### config.mk
export PLATFORM = sky130hd
export DESIGN_NAME = modem_reply_line_assembler
export DESIGN_NICKNAME = d
export VERILOG_FILES = /design/src/hw/rtl/mrla_pkg.sv /design/src/hw/rtl/modem_reply_line_assembler.sv
export SDC_FILE = /design/constraint.sdc
export NUM_CORES = 1
export LEC_CHECK = 0
export BUFFER_PORTS_ARGS = -buffer_cell sky130_fd_sc_hd__buf_2
export CAP_MARGIN = 20
export CORE_MARGIN = 5
export CORE_UTILIZATION = 55
export CTS_CLUSTER_SIZE = 25
export DETAILED_ROUTE_END_ITERATION = 8
export PLACE_DENSITY = 0.78
export SYNTH_ARGS = -nofsm -noshare
export SYNTH_HDL_FRONTEND = slang
export SYNTH_SLANG_ARGS = --single-unit
### constraint.sdc
create_clock -name clk -period 2.9 [get_ports clk]
set_input_delay 0.725 -clock clk [delete_from_list [all_inputs] [get_ports clk]]
set_output_delay 0.725 -clock clk [all_outputs]
set_load 0.01 [all_outputs]
### src/hw/rtl/mrla_pkg.sv
`default_nettype none

package mrla_pkg;

    // Field widths
    localparam int BYTE_W      = 8;
    localparam int CFG_INDEX_W = 8;

    // Default line store depth
    localparam int LINE_CAPACITY_DEF = 64;

    // Line terminators
    localparam logic [BYTE_W-1:0] CHAR_CR = 8'h0D;
    localparam logic [BYTE_W-1:0] CHAR_LF = 8'h0A;

    // Configuration register indexes
    localparam logic [CFG_INDEX_W-1:0] CFG_DELIVER_LINES = 8'd0;
    localparam logic [CFG_INDEX_W-1:0] CFG_ERROR_CHAR    = 8'd1;

endpackage

`default_nettype wire

### src/hw/rtl/modem_reply_line_assembler.sv
`default_nettype none

// Reply line assembler: received bytes are written into a single-port line
// memory while a line is collected. A CR or LF that ends a non-empty line
// with delivery enabled starts readout: each stored byte is read from the
// memory (ST_READ) and then loaded into the output register (ST_LOAD); the
// read waits while the consumer holds out_ready low with a byte pending, and
// no input is taken until the line has been emitted. A byte with rx_error
// set or equal to error_char discards the partial line, as does a byte
// arriving when LINE_CAPACITY-1 bytes are already held. The line memory
// needs no clearing after reset. Configuration writes are always taken
// (cfg_ready is high) and must only be issued while the block is idle.
module modem_reply_line_assembler #(
    parameter int LINE_CAPACITY = mrla_pkg::LINE_CAPACITY_DEF
) (
    input  wire logic                              clk,
    input  wire logic                              rst_n,
    // Received byte channel
    input  wire logic                              in_valid,
    output logic                                   in_ready,
    input  wire logic [mrla_pkg::BYTE_W-1:0]       rx_byte,
    input  wire logic                              rx_error,
    // Line output channel
    output logic                                   out_valid,
    input  wire logic                              out_ready,
    output logic [mrla_pkg::BYTE_W-1:0]            line_byte,
    output logic                                   line_last,
    // Configuration write channel
    input  wire logic                              cfg_valid,
    output logic                                   cfg_ready,
    input  wire logic [mrla_pkg::CFG_INDEX_W-1:0]  cfg_index,
    input  wire logic [mrla_pkg::BYTE_W-1:0]       cfg_data
);
    import mrla_pkg::*;

    localparam int ADDR_W = $clog2(LINE_CAPACITY);
    localparam logic [ADDR_W-1:0] LEN_MAX = ADDR_W'(LINE_CAPACITY - 1);

    // Sequencer states
    localparam logic [1:0] ST_IDLE = 2'd0;
    localparam logic [1:0] ST_READ = 2'd1;
    localparam logic [1:0] ST_LOAD = 2'd2;

    logic [BYTE_W-1:0] line_mem [LINE_CAPACITY];

    logic [1:0]        state_reg, state_next;
    logic [ADDR_W-1:0] len_reg, len_next;
    logic [ADDR_W-1:0] rd_ptr_reg, rd_ptr_next;
    logic [ADDR_W-1:0] last_idx_reg, last_idx_next;
    logic              out_valid_reg, out_valid_next;
    logic [BYTE_W-1:0] rd_data_reg;
    logic [BYTE_W-1:0] line_byte_reg;
    logic              line_last_reg;
    logic              deliver_reg;
    logic [BYTE_W-1:0] error_char_reg;

    logic in_fire;
    logic is_discard;
    logic is_term;
    logic slot_free;
    logic wr_en;
    logic rd_en;
    logic is_last;

    assign in_ready  = (state_reg == ST_IDLE);
    assign cfg_ready = 1'b1;
    assign out_valid = out_valid_reg;
    assign line_byte = line_byte_reg;
    assign line_last = line_last_reg;

    assign in_fire    = in_valid && in_ready;
    assign is_discard = rx_error || (rx_byte == error_char_reg);
    assign is_term    = (rx_byte == CHAR_CR) || (rx_byte == CHAR_LF);
    assign slot_free  = !out_valid_reg || out_ready;
    assign rd_en      = (state_reg == ST_READ) && slot_free;
    assign is_last    = (rd_ptr_reg == last_idx_reg);
    assign wr_en      = in_fire && !is_discard && !is_term && (len_reg != LEN_MAX);

    // Next-state logic for collection and readout
    always_comb
    begin
        state_next     = state_reg;
        len_next       = len_reg;
        rd_ptr_next    = rd_ptr_reg;
        last_idx_next  = last_idx_reg;
        out_valid_next = out_valid_reg;

        if (out_valid_reg && out_ready)
        begin
            out_valid_next = 1'b0;
        end

        case (state_reg)
            ST_IDLE:
            begin
                if (in_fire)
                begin
                    if (is_discard)
                    begin
                        len_next = '0;
                    end
                    else if (is_term)
                    begin
                        if (len_reg != '0)
                        begin
                            if (deliver_reg)
                            begin
                                rd_ptr_next   = '0;
                                last_idx_next = len_reg - 1'b1;
                                state_next    = ST_READ;
                            end
                            len_next = '0;
                        end
                    end
                    else if (len_reg == LEN_MAX)
                    begin
                        len_next = '0;
                    end
                    else
                    begin
                        len_next = len_reg + 1'b1;
                    end
                end
            end
            ST_READ:
            begin
                // Wait until the output register frees up
                if (slot_free)
                begin
                    state_next = ST_LOAD;
                end
            end
            ST_LOAD:
            begin
                out_valid_next = 1'b1;
                if (is_last)
                begin
                    state_next = ST_IDLE;
                end
                else
                begin
                    rd_ptr_next = rd_ptr_reg + 1'b1;
                    state_next  = ST_READ;
                end
            end
            default:
            begin
                state_next = ST_IDLE;
            end
        endcase
    end

    // Control registers
    always_ff @(posedge clk or negedge rst_n)
    begin
        if (!rst_n)
        begin
            state_reg      <= ST_IDLE;
            len_reg        <= '0;
            rd_ptr_reg     <= '0;
            last_idx_reg   <= '0;
            out_valid_reg  <= 1'b0;
            deliver_reg    <= 1'b0;
            error_char_reg <= '0;
        end
        else
        begin
            state_reg     <= state_next;
            len_reg       <= len_next;
            rd_ptr_reg    <= rd_ptr_next;
            last_idx_reg  <= last_idx_next;
            out_valid_reg <= out_valid_next;
            // Take configuration writes
            if (cfg_valid && cfg_ready)
            begin
                if (cfg_index == CFG_DELIVER_LINES)
                begin
                    deliver_reg <= cfg_data[0];
                end
                else if (cfg_index == CFG_ERROR_CHAR)
                begin
                    error_char_reg <= cfg_data;
                end
            end
        end
    end

    // Line memory: write while collecting, registered read during readout
    always_ff @(posedge clk)
    begin
        if (wr_en)
        begin
            line_mem[len_reg] <= rx_byte;
        end
        if (rd_en)
        begin
            rd_data_reg <= line_mem[rd_ptr_reg];
        end
    end

    // Load the output register
    always_ff @(posedge clk)
    begin
        if (state_reg == ST_LOAD)
        begin
            line_byte_reg <= rd_data_reg;
            line_last_reg <= is_last;
        end
    end

    // Output register is empty whenever a byte is loaded
    assert property (@(posedge clk) disable iff (!rst_n)
        (state_reg == ST_LOAD) |-> !out_valid_reg)
        else $error("output register overwritten during readout");

    // The collecting line is empty for the whole readout
    assert property (@(posedge clk) disable iff (!rst_n)
        (state_reg != ST_IDLE) |-> (len_reg == '0))
        else $error("line length nonzero during readout");

    // Loading the final byte marks it last and returns to idle
    assert property (@(posedge clk) disable iff (!rst_n)
        (state_reg == ST_LOAD && is_last)
        |=> (state_reg == ST_IDLE && out_valid_reg && line_last_reg))
        else $error("final byte not marked or readout not finished");

    // A byte arriving at full length discards the line
    assert property (@(posedge clk) disable iff (!rst_n)
        (in_fire && !is_discard && !is_term && len_reg == LEN_MAX)
        |=> (len_reg == '0))
        else $error("overflow did not discard the line");

endmodule

`default_nettype wire
# ---- Yosys cells after proc, flatten, opt, wreduce, memory -nomap -nowiden
# Memories as Yosys holds them, arrays and structs flattened. A register that Yosys moved wholly into a read port is not among the register bits.
# Index checks and enable logic that the tools add are counted.
dict set report classes {
  add_sub_neg 3
  n_mul 0
  div_mod_pow 0
  order_cmp 0
  n_eq_ne 17
  shift 0
  mux 23
  bitwise_logic 2
  reduce_logical 23
}
# op count
set ops {}
lappend ops {{6-bit two-way mux} 10}
lappend ops {{8-bit by 4-bit equality test with 1-bit output, second input constant} 2}
lappend ops {{6-bit by 1-bit adder with 6-bit output, second input constant} 2}
lappend ops {{2-bit two-way mux} 6}
lappend ops {{6-bit case mux with 2 select lines} 1}
lappend ops {{6-bit AND reduction} 2}
lappend ops {{8-bit by 1-bit equality test with 1-bit output, second input constant} 1}
lappend ops {{8-bit equality test} 1}
lappend ops {{8-bit zero test} 1}
lappend ops {{2-bit by 1-bit != test with 1-bit output, second input constant} 4}
lappend ops {{7-bit AND reduction} 1}
lappend ops {{6-bit equality test} 1}
lappend ops {{6-bit equality test, second input constant} 1}
lappend ops {{1-bit logical AND} 6}
lappend ops {{2-bit != test, second input constant} 3}
lappend ops {{6-bit != test, second input constant} 1}
lappend ops {{2-bit case mux with 3 select lines} 1}
lappend ops {{3-bit AND reduction} 2}
lappend ops {{6-bit nonzero test} 1}
lappend ops {{6-bit by 1-bit subtractor with 6-bit output, second input constant} 1}
lappend ops {{1-bit two-way mux} 5}
lappend ops {{2-bit nonzero test} 2}
lappend ops {{1-bit zero test} 3}
lappend ops {{1-bit logical OR} 3}
lappend ops {{other kinds (6)} 7}
dict set report word_totals {
  register_bits 39
  latch_bits 0
  ramBits 512
  mem_bits_ro 0
  input_bits 30
  out_inout_bits 12
  word_cells 78
  memories 1
}
# memory words width read_ports rd_clocked_by_memory_dff wr line_no
set memory_table {}
lappend memory_table {line_mem 64 8 1 1 1 modem_reply_line_assembler.sv:44} ;# logic [BYTE_W-1:0] line_mem [LINE_CAPACITY];

# ---- Depth between registers and ports, before layout
# Gate-level depths: netlist (run 1).
dict set report logic_depth {
  depth_word 8
  mapped_depth 8
}

# ---- Least setup slack after synthesis (run 1)
# OpenSTA, ideal clock, no wires.
dict set report synth_timing {
  path_kind {input-to-reg}
  startpoint {in rx_byte[0] in the netlist's numbering}
  endpoint {mem line_mem[61][0] (enable)}
  setup_ns 0.370
  t_arrival_ns 2.330
  required_time_ns 2.530
  path_slack_ns 0.200
  path_stages 6
  path_cell_list {and3b_1 > o211ai_1 > o211ai_2 > or4_1 > buf_2 > nor2_1}
}
dict set report synth_via {
  elab_chain_len 8
}
# item line_no
set synth_lines {}
lappend synth_lines {{start, declared} modem_reply_line_assembler.sv:21} ;# input wire logic [mrla_pkg::BYTE_W-1:0] rx_byte,
lappend synth_lines {{8-bit equality test} modem_reply_line_assembler.sv:72} ;# assign is_discard = rx_error || (rx_byte == error_char_reg);
lappend synth_lines {{1-bit logical OR} modem_reply_line_assembler.sv:72}
lappend synth_lines {{1-bit zero test} modem_reply_line_assembler.sv:77} ;# assign wr_en = in_fire && !is_discard && !is_term && (len_reg != LEN_MAX);
lappend synth_lines {{1-bit logical AND} modem_reply_line_assembler.sv:77}
lappend synth_lines {{1-bit logical AND * (2 in a row)} modem_reply_line_assembler.sv:77}
lappend synth_lines {{1-bit two-way mux *} modem_reply_line_assembler.sv:191} ;# if (wr_en)
lappend synth_lines {{1-bit two-way mux (not written as such) *} modem_reply_line_assembler.sv:193} ;# line_mem[len_reg] <= rx_byte;
lappend synth_lines {{end, declared} modem_reply_line_assembler.sv:44}
# Mark *: on every way between the ends. The rest lies on a longest branch, timed or not.

==> metrics.txt, run 1 <==
pin count of the biggest net entering global routing between 60 and 70; Tmin final 2580 ps; FP Rows 73; Die Wd 211 um; total CTS buffers 54; vias per inst 6.29; combinational power share 3.4%; CTS Sinks 559; ANT nets after route 0; Sw Share 20.2%; register area share after synthesis 75.2%; drt wl/cell ~27 um; Final setup viols 0; initial antenna violation count 2; All-Layer GR Usage 23.2%; CTS Root Cell clkbuf_16; worst hold path type in2async; Mapped Area around 0.022 mm2; Arr. time, crit path 2920 ps; CTS resizes 0; main combinational cell family by area after synthesis multiplexers; Core Area approximately 0.040 mm2; adder-cell share of the synthesized area less than 1%; Top reg by flops line_mem; Slew Limit Fails 0; Distinct cells, synth 59; top cell type's share of synthesized area between 70 and 80%; Placer Congestion approximately 0.88; maxcap violations 0; total wire length between 50,000 and 60,000 um; Primary FF master, synth edfxtp_1; vias in the first global route approximately 12,000; Worst IR Drop VDD 0.416 mV; Int Power 0.0130 W; Die Y 211 um; dpl ws -2.33 ps; cts hold-fix bufs 0; Clock Power Share between 40% and 50%; Seq pwr share 54.7%; setup tns final 0 ps; Largest register FFs between 500 and 600; Initial DRT Pass Iterations 7; Tightest Pin Transition slightly above 800 ps; LEAKAGE around 9 nW; Fin. Hold Viols 0; Buffers on Ports 40; flops & latches, synth 559; dpl hpwl 32,800 um; TritonCTS clock tree yes; first-pass GRT wire length 76,400 um; EDFF count, synth 529; Synth Instances 1,119; number of H-tree levels 2; Crit Path Class reg2reg; post-synth net total 1,153; final worst slack 318 ps; Iter 0 DRT Violations 1,522; pwr dens 637 mW/mm2; worst skew pair latency ~590 ps; Critical Path RT 3230 ps; Post CTS Setup Buffer Count 0; yosys warns 0; xor/xnor share of the synthesized area 0.713%; status complete, no violations; CTS clk-pin slew, worst paths 60 ps; Initial Util 55.7%; final worst path period share 89.0%; multiplexer share of the synthesized area 14.8%; Synth area leader edfxtp_1; layout cells sized above 1 30.6%; syn_area_per_cell 19.8 um2; Remaining DRCs 0; simple-gate area share of the yosys netlist 4.38%; Syn-to-layout area delta 15.4%; Compound-Gate Fraction of Synth Area under 10%; Filler cells 2,542; CP startpoint kind flip-flop; CTS Buffer Depth 3; Switching Power 0.00328 W; ys async rst share 5.37%; peak fanout along the critical path 29; die area 0.0443 mm2; Clock Skew 17.3 ps; Post-layout nets 1,327; slew margin rel. between 40 and 50%; RSZ-0062 raised after global routing false; Fmax 387 MHz; Area contributors post-synth edfxtp_1, mux4_2, dfrtp_1; crit end category flip-flop; # IOs 42; Core Util, Final 64.3%; total grt overflow 0; vias 11,700
==> cell type report <==
class | count | area, um2 | area share (%)
Antenna cell | 1 | 2.50 | 0.00980
Clock buffer | 71 | 1520 | 5.95
Clock inverter | 29 | 213 | 0.833
Inverter | 10 | 37.5 | 0.147
Multi-Input combinational cell | 492 | 5140 | 20.1
Sequential cell | 559 | 16600 | 65.2
Tap cell | 525 | 657 | 2.57
Timing Repair Buffer | 176 | 1310 | 5.13
==> synthesized netlist by cell type, drive strengths merged (4+ instances only) <==
library cell / n
nor3: 18
dfrtp: 30
a22o: 9
nand4b: 4
nand3: 28
xor2: 8
mux4: 126
nor2: 84
nor4: 5
a21oi: 11
clkbuf: 26
edfxtp: 529
buf: 32
nand2: 26
o2111ai: 4
nor2b: 17
mux2: 20
inv: 9
mux2i: 22
o22ai: 15
a211oi: 8
o211ai: 5
xnor2: 10
ha: 4
o21ai: 17
or3: 4
a31oi: 6
==> through the flow <==
step	hold slack (ps)	area, um2	power (W)	cells
2_1_floorplan	400	22100	0.00931	1119
3_3_place_gp	408	23800	0.00960	1761
3_5_place_dp	405	23800	0.00961	1761
4_1_cts	186	25500	0.0163	1861
5_1_grt	233	25500	0.0167	1863
6_report	185	25500	0.0163	1863
==> layer usage <==
metal  track usage (%)  wire length, um  share of wire (%)
met5                 0                0                  0
met2              39.0            25800                 51
met3              4.39             4540                8.9
met4              7.60             1580                3.1
met1              31.2            18900                 37
==> cells in the final DEF (no fill, tap or decap), types with 5 or more instances in the layout <==
cell and count:
nor4_1 5, a22o_1 9, a21oi_1 11, a31oi_1 6, xnor2_1 10, mux2i_1 22
inv_1 9, mux2_2 20, clkbuf_16 57, xor2_1 8, o22ai_1 15, nor2_1 83
buf_4 128, mux4_2 126, nor2b_1 17, buf_2 40, a211oi_1 8, edfxtp_1 529
o21ai_0 16, nand2_1 26, buf_12 7, dfrtp_1 27, clkinv_1 14, nor3_1 18
nand3_1 28, clkbuf_1 10, clkinv_2 10
==> cell families (layout without fill, tap and decap cells) <==
kind of cell	after synthesis	after routing
AOI/OAI and AO/OA	97	97
other	1	2
DFF	559	559
adders and majority gates	4	4
xor gates and xnor gates	18	18
and+or+nand+nor	204	204
muxes	168	168
buffers and inverters	68	286
==> worst paths after layout <==
path,depth (start not counted),to,startpoint,slack [ps]
max in group asynchronous,1,rd_ptr_reg[2],rst_n,2200
setup reg to reg,5,rd_data_reg[3],rd_ptr_reg[0],320
hold reg to reg,0,line_byte[2],rd_data_reg[2],420
hold / removal,1,len_reg[4],rst_n,190
min in group clk,2,error_char_reg[3],cfg_data[3],370
setup / recovery,5,rd_data_reg[3],rd_ptr_reg[0],320
==> critical path, cell delays in order, from the launching register on <==
cell and delay [ps]:
dfrtp_4 590, buf_12 280, mux4_2 550, mux2i_1 260, o2111ai_1 300, a22o_1 320
==> power groups by stage <==
stage / clock [W] / sequential (W) / combinational, W
after floorplan: 0 / 0.00904 / 0.000261
after global placement: 0 / 0.00906 / 0.000534
after detailed placement: 0 / 0.00906 / 0.000548
after CTS: 0.00690 / 0.00889 / 0.000551
after global routing: 0.00727 / 0.00889 / 0.000588
final: 0.00682 / 0.00889 / 0.000553
Note: power is estimated with default switching activity, not from simulation.
==> inputs of run 2 (changes only) <==
- GPL_TIMING_DRIVEN: default -> 0
- REMOVE_ABC_BUFFERS: default -> 1
==> metrics.txt, run 2 (synthesized netlist as in run 1, its figures left out) <==
CP delay by family, top simple AND/OR/NAND/NOR gates; dpl hpwl 27,800 um; Iter 0 DRT Violations 1,314; ANT nets after route 0; WP buf/inv 2; FP Rows 73; Reg2Reg Depth 4; Top reg by flops line_mem; die area about 0.044 mm2; initial antenna violation count 0; status complete, but fails checks; Initial Util 55.7%; Fmax between 300 and 400 MHz; Slowest-stage cell, CP or3_1; final worst path period share 103%; worst hold path type in2async; pin count of the biggest net entering global routing 68; # IOs between 40 and 50; Reg2Reg Capture Point line_mem[17][5]; setup tns final -1970 ps; CTS clk-pin slew, worst paths about 60 ps; All-Layer GR Usage 22.0%; Final setup viols 32; pwr dens 643 mW/mm2; Tightest Pin Transition 978 ps; final worst slack -90.6 ps; Critical Path Stages 7; final instance area around 0.025 mm2; commonest non-fill, non-tap cell in the layout edfxtp_1; most frequent cells in the layout edfxtp_1, mux4_2, clkbuf_16; FF-to-FF Start state_reg[0]; Die Wd ~210 um; Remaining DRCs 0; Filler cells between 2,000 and 3,000; Tmin final 2990 ps; first-pass GRT wire length 73,300 um; critical path's largest stage delay 690 ps; Buffers on Ports 40; CTS Root Cell clkbuf_16; Syn-to-layout area delta 14.2%; slew margin rel. 34.4%; total wire length 48,400 um; CTS Sinks 559; number of H-tree levels 2; Initial DRT Pass Iterations 5; Fin. Hold Viols 0; Crit Path Class in2reg; failing checks negative setup slack; placed instance area roughly 0.023 mm2; TritonCTS clock tree yes; maxcap violations 0; Core Util, Final 63.6%; Post-layout nets between 1,000 and 1,500; LEAKAGE 8.30 nW; vias 11,200; RSZ-0062 raised after global routing true; Placer Congestion 0.786; total grt overflow 0; total CTS buffers 52; Worst IR Drop VDD 0.406 mV; Clock Skew 31.9 ps; Critical Path RT 3110 ps; peak fanout along the critical path 39; CP startpoint kind primary input; reg-to-reg setup timing slack around 80 ps; drt wl/cell 27.7 um; crit end category flip-flop; antenna cells 0; Design Power 0.0162 W; Critical Path, Cell by Cell buf_4, buf_12, and3b_1, o211ai_1, o211ai_2, or3_1, nor2_2; Largest register FFs 512; Die Y 211 um; Slew Limit Fails 0; vias in the first global route 11,500; CTS Buffer Depth 3; Core Area 0.0397 mm2; vias per inst 6.44; layout cells sized above 1 30.9%; worst skew pair latency 590 ps; Arr. time, crit path roughly 3200 ps
-- run 2: worst register-to-register path: stages, from the launching register on --
cell     delay [ps]
dfrtp_1         500
inv_1           250
nand3_1         210
or4_2           930
nor2_2          560
-- run 2: what timing repair did --
action,in CTS,in global routing
pin swaps,1,1
setup endpoints to repair,520,424
hold endpoints to repair,0,0
buffers inserted,10,1
hold buffers,0,0
gates cloned,1,1
gates resized for setup,82,52
-- run 2: worst max-delay path by stage --
stage | from | endpoint | slack, ps
floorplan | rd_ptr_reg[0] | rd_data_reg[4] | -3770
global placement | rd_ptr_reg[0] | rd_data_reg[7] | -6330
detailed placement | rx_byte[5] | line_mem[56][4] | -1250
CTS | state_reg[1] | line_mem[27][4] | -360
global route | rx_byte[1] | line_mem[27][1] | -170
finish | rx_byte[1] | line_mem[27][1] | -90
-- run 2: report_power, final --
part	switching [W]	internal, W	leakage [nW]
clock network	0.00290	0.00388	0.836
logic	0.000365	0.000184	2.33
registers	0.0000380	0.00886	5.14
-- run 2: per-layer routing --
layer / part of all wire [%] / wire length (um) / GRT usage, % / vias up
met4: 3.1 / 1500 / 6.57 / 0
li1: - / - / - / 4712
met3: 8.6 / 4160 / 4.02 / 110
met2: 51 / 24500 / 36.3 / 587
met5: 0 / 0 / 0 / -
met1: 38 / 18300 / 30.7 / 5823
-- run 2: cell type report --
class                           count  area [um2]  share of cell area, %
Sequential cell                   559       16600                   65.9
Clock buffer                       61        1360                   5.36
Multi-Input combinational cell    492        5600                   22.2
Timing Repair Buffer               64         623                   2.47
Inverter                           10        38.8                  0.154
Tap cell                          525         657                   2.60
Clock inverter                     34         342                   1.35
-- run 2: metrics by stage --
stage,worst slack [ps],hold slack (ps),instances
after floorplan,-3770,400,1061
final,-90.6,192,1745
after CTS,-362,207,1743
after detailed placement,-1250,469,1637
after global placement,-6330,475,1626
after global routing,-171,263,1745
==> inputs of run 3 (changes only) <==
- CORE_UTILIZATION: 55 -> 28
- PLACE_DENSITY: 0.78 -> 0.49
- REMOVE_ABC_BUFFERS: 1 -> default
==> metrics.txt, run 3 (synthesized netlist as in run 1, its figures left out) <==
TritonCTS clock tree yes; number of H-tree levels 2; Post-layout nets 1,279; Top reg by flops line_mem; layout cells sized above 1 33.7%; worst skew pair latency roughly 630 ps; Syn-to-layout area delta 20.6%; placed insts 2,219; first-pass GRT wire length between 80,000 and 90,000 um; maxcap violations 0; Filler cells about 7,500; Slew Limit Fails 0; total wire length 61,300 um; drt wl/cell between 20 and 30 um; Die Wd 291 um; commonest non-fill, non-tap cell in the layout edfxtp_1; pwr dens about 660 mW/mm2; met2 WL ~30,000 um; CTS clk-pin slew, worst paths 60 ps; met3 WL 3850 um; pin count of the biggest net entering global routing between 40 and 50; Setup crit end rd_data_reg[7]; reg-to-reg setup timing slack -30 ps; vias in the first global route 11,900; LEAKAGE 8.58 nW; Core Area 0.0786 mm2; Largest register FFs 512; ANT nets after route 0; Placer Congestion between 0.8 and 0.9; CTS Buffer Depth 3; Reg2Reg Depth 6; # IOs 42; total CTS buffers 59; Critical Path RT 3250 ps; Fin. Hold Viols 0; failing checks negative setup slack; Critical Path, Cell by Cell buf_2, buf_2, buf_4, mux2i_1, o221ai_1, a22o_1; Clock Skew 35.5 ps; CTS Sinks 559; Reg2Reg Capture Point rd_data_reg[7]; FF-to-FF Start rd_ptr_reg[1]; Post-Route M1 WL 25,400 um; Initial DRT Pass Iterations 5; worst hold path type in2async; peak fanout along the critical path 10; Tmin final a little under 3000 ps; Fmax 342 MHz; Tightest Pin Transition around 850 ps; CTS Root Cell clkbuf_16; critical path's largest stage delay 450 ps; dpl hpwl 41,500 um; fin cells approximately 2,300; die area 0.0847 mm2; Buffers on Ports 40; final worst slack -26.3 ps; slew margin rel. 43.3%; CP startpoint kind flip-flop; final worst path period share 101%; vias per inst 4.84; total grt overflow 0; most frequent cells in the layout edfxtp_1, mux4_2, clkbuf_16; Crit Path Class reg2reg; Remaining DRCs 0; Initial Util 28.1%; All-Layer GR Usage 14.2%; Slowest-stage cell, CP buf_2; Final setup viols 5; Worst IR Drop VDD 0.470 mV; initial antenna violation count 0; Iter 0 DRT Violations 1,117; vias 11,400; CP startpoint rd_ptr_reg[1]; crit end category flip-flop; Arr. time, crit path 3270 ps; Design Power 0.0175 W; status complete, but fails checks; uppermost routed layer met4; Die Y 291 um; most frequent CP cell buf_2; FP Rows 103; RSZ-0062 raised after global routing true; cts hold-fix bufs 0
run 3: power breakdown:
part,internal [W],leakage [nW],switching (W)
sequential,0.00886,5.14,0.0000212
combinational,0.000203,2.44,0.000452
clock,0.00481,1.00,0.00319
run 3: how the worst min path moves through the flow:
stage	from	cells after the start	slack [ps]	end
floorplan	rd_data_reg[0]	0	400	line_byte[0]
global placement	rd_data_reg[5]	0	400	line_byte[5]
detailed placement	rd_data_reg[5]	0	400	line_byte[5]
CTS	rst_n	1	180	error_char_reg[2]
global route	rst_n	1	230	error_char_reg[2]
finish	rst_n	1	180	error_char_reg[2]
run 3: what timing repair did:
| item | CTS | global route |
|---|---|---|
| pin swaps | 6 | 1 |
| buffers inserted | 16 | 2 |
| resized for setup | 161 | 23 |
| endpoints found under the setup margin | 520 | 235 |
run 3: metal layers:
| layer | track usage [%] | up-vias |
|---|---|---|
| met5 | 0 | - |
| met4 | 3.91 | 0 |
| li1 | - | 4862 |
| met1 | 19.2 | 6051 |
| met3 | 2.65 | 91 |
| met2 | 23.8 | 362 |
run 3: area by class of cell:
class / instances / area (um2) / share of cell area [%]
Antenna cell: 1 / 2.50 / 0.00938
Buffer: 55 / 367 / 1.37
Clock buffer: 66 / 1500 / 5.63
Clock inverter: 45 / 562 / 2.11
Inverter: 10 / 37.5 / 0.141
Multi-Input combinational cell: 492 / 5690 / 21.3
Sequential cell: 559 / 16600 / 62.4
Tap cell: 1050 / 1310 / 4.92
Timing Repair Buffer: 68 / 567 / 2.12
run 3: critical path: cells and delay by family (launching register included):
| kind | cells | cell delay (ps) |
|---|---|---|
| flip-flops | 1 | 390 |
| AO/OA/AOI/OAI | 2 | 690 |
| multiplexers | 1 | 430 |
| buffers and inverters | 3 | 1150 |
run 3: through the flow:
stage                     cell area [um2]  worst slack [ps]  hold WS, ps  TNS (ps)  utilization (%)
after global routing                26700              -174          228    -16810             33.9
after floorplan                     22100               200          400         0                -
after detailed placement            23800             -1540          405   -670980             30.3
after CTS                           26600              13.1          180         0             33.8
after global placement              23600             -1770          405   -787500             30.1
final                               26700             -26.3          183     -48.4             33.9
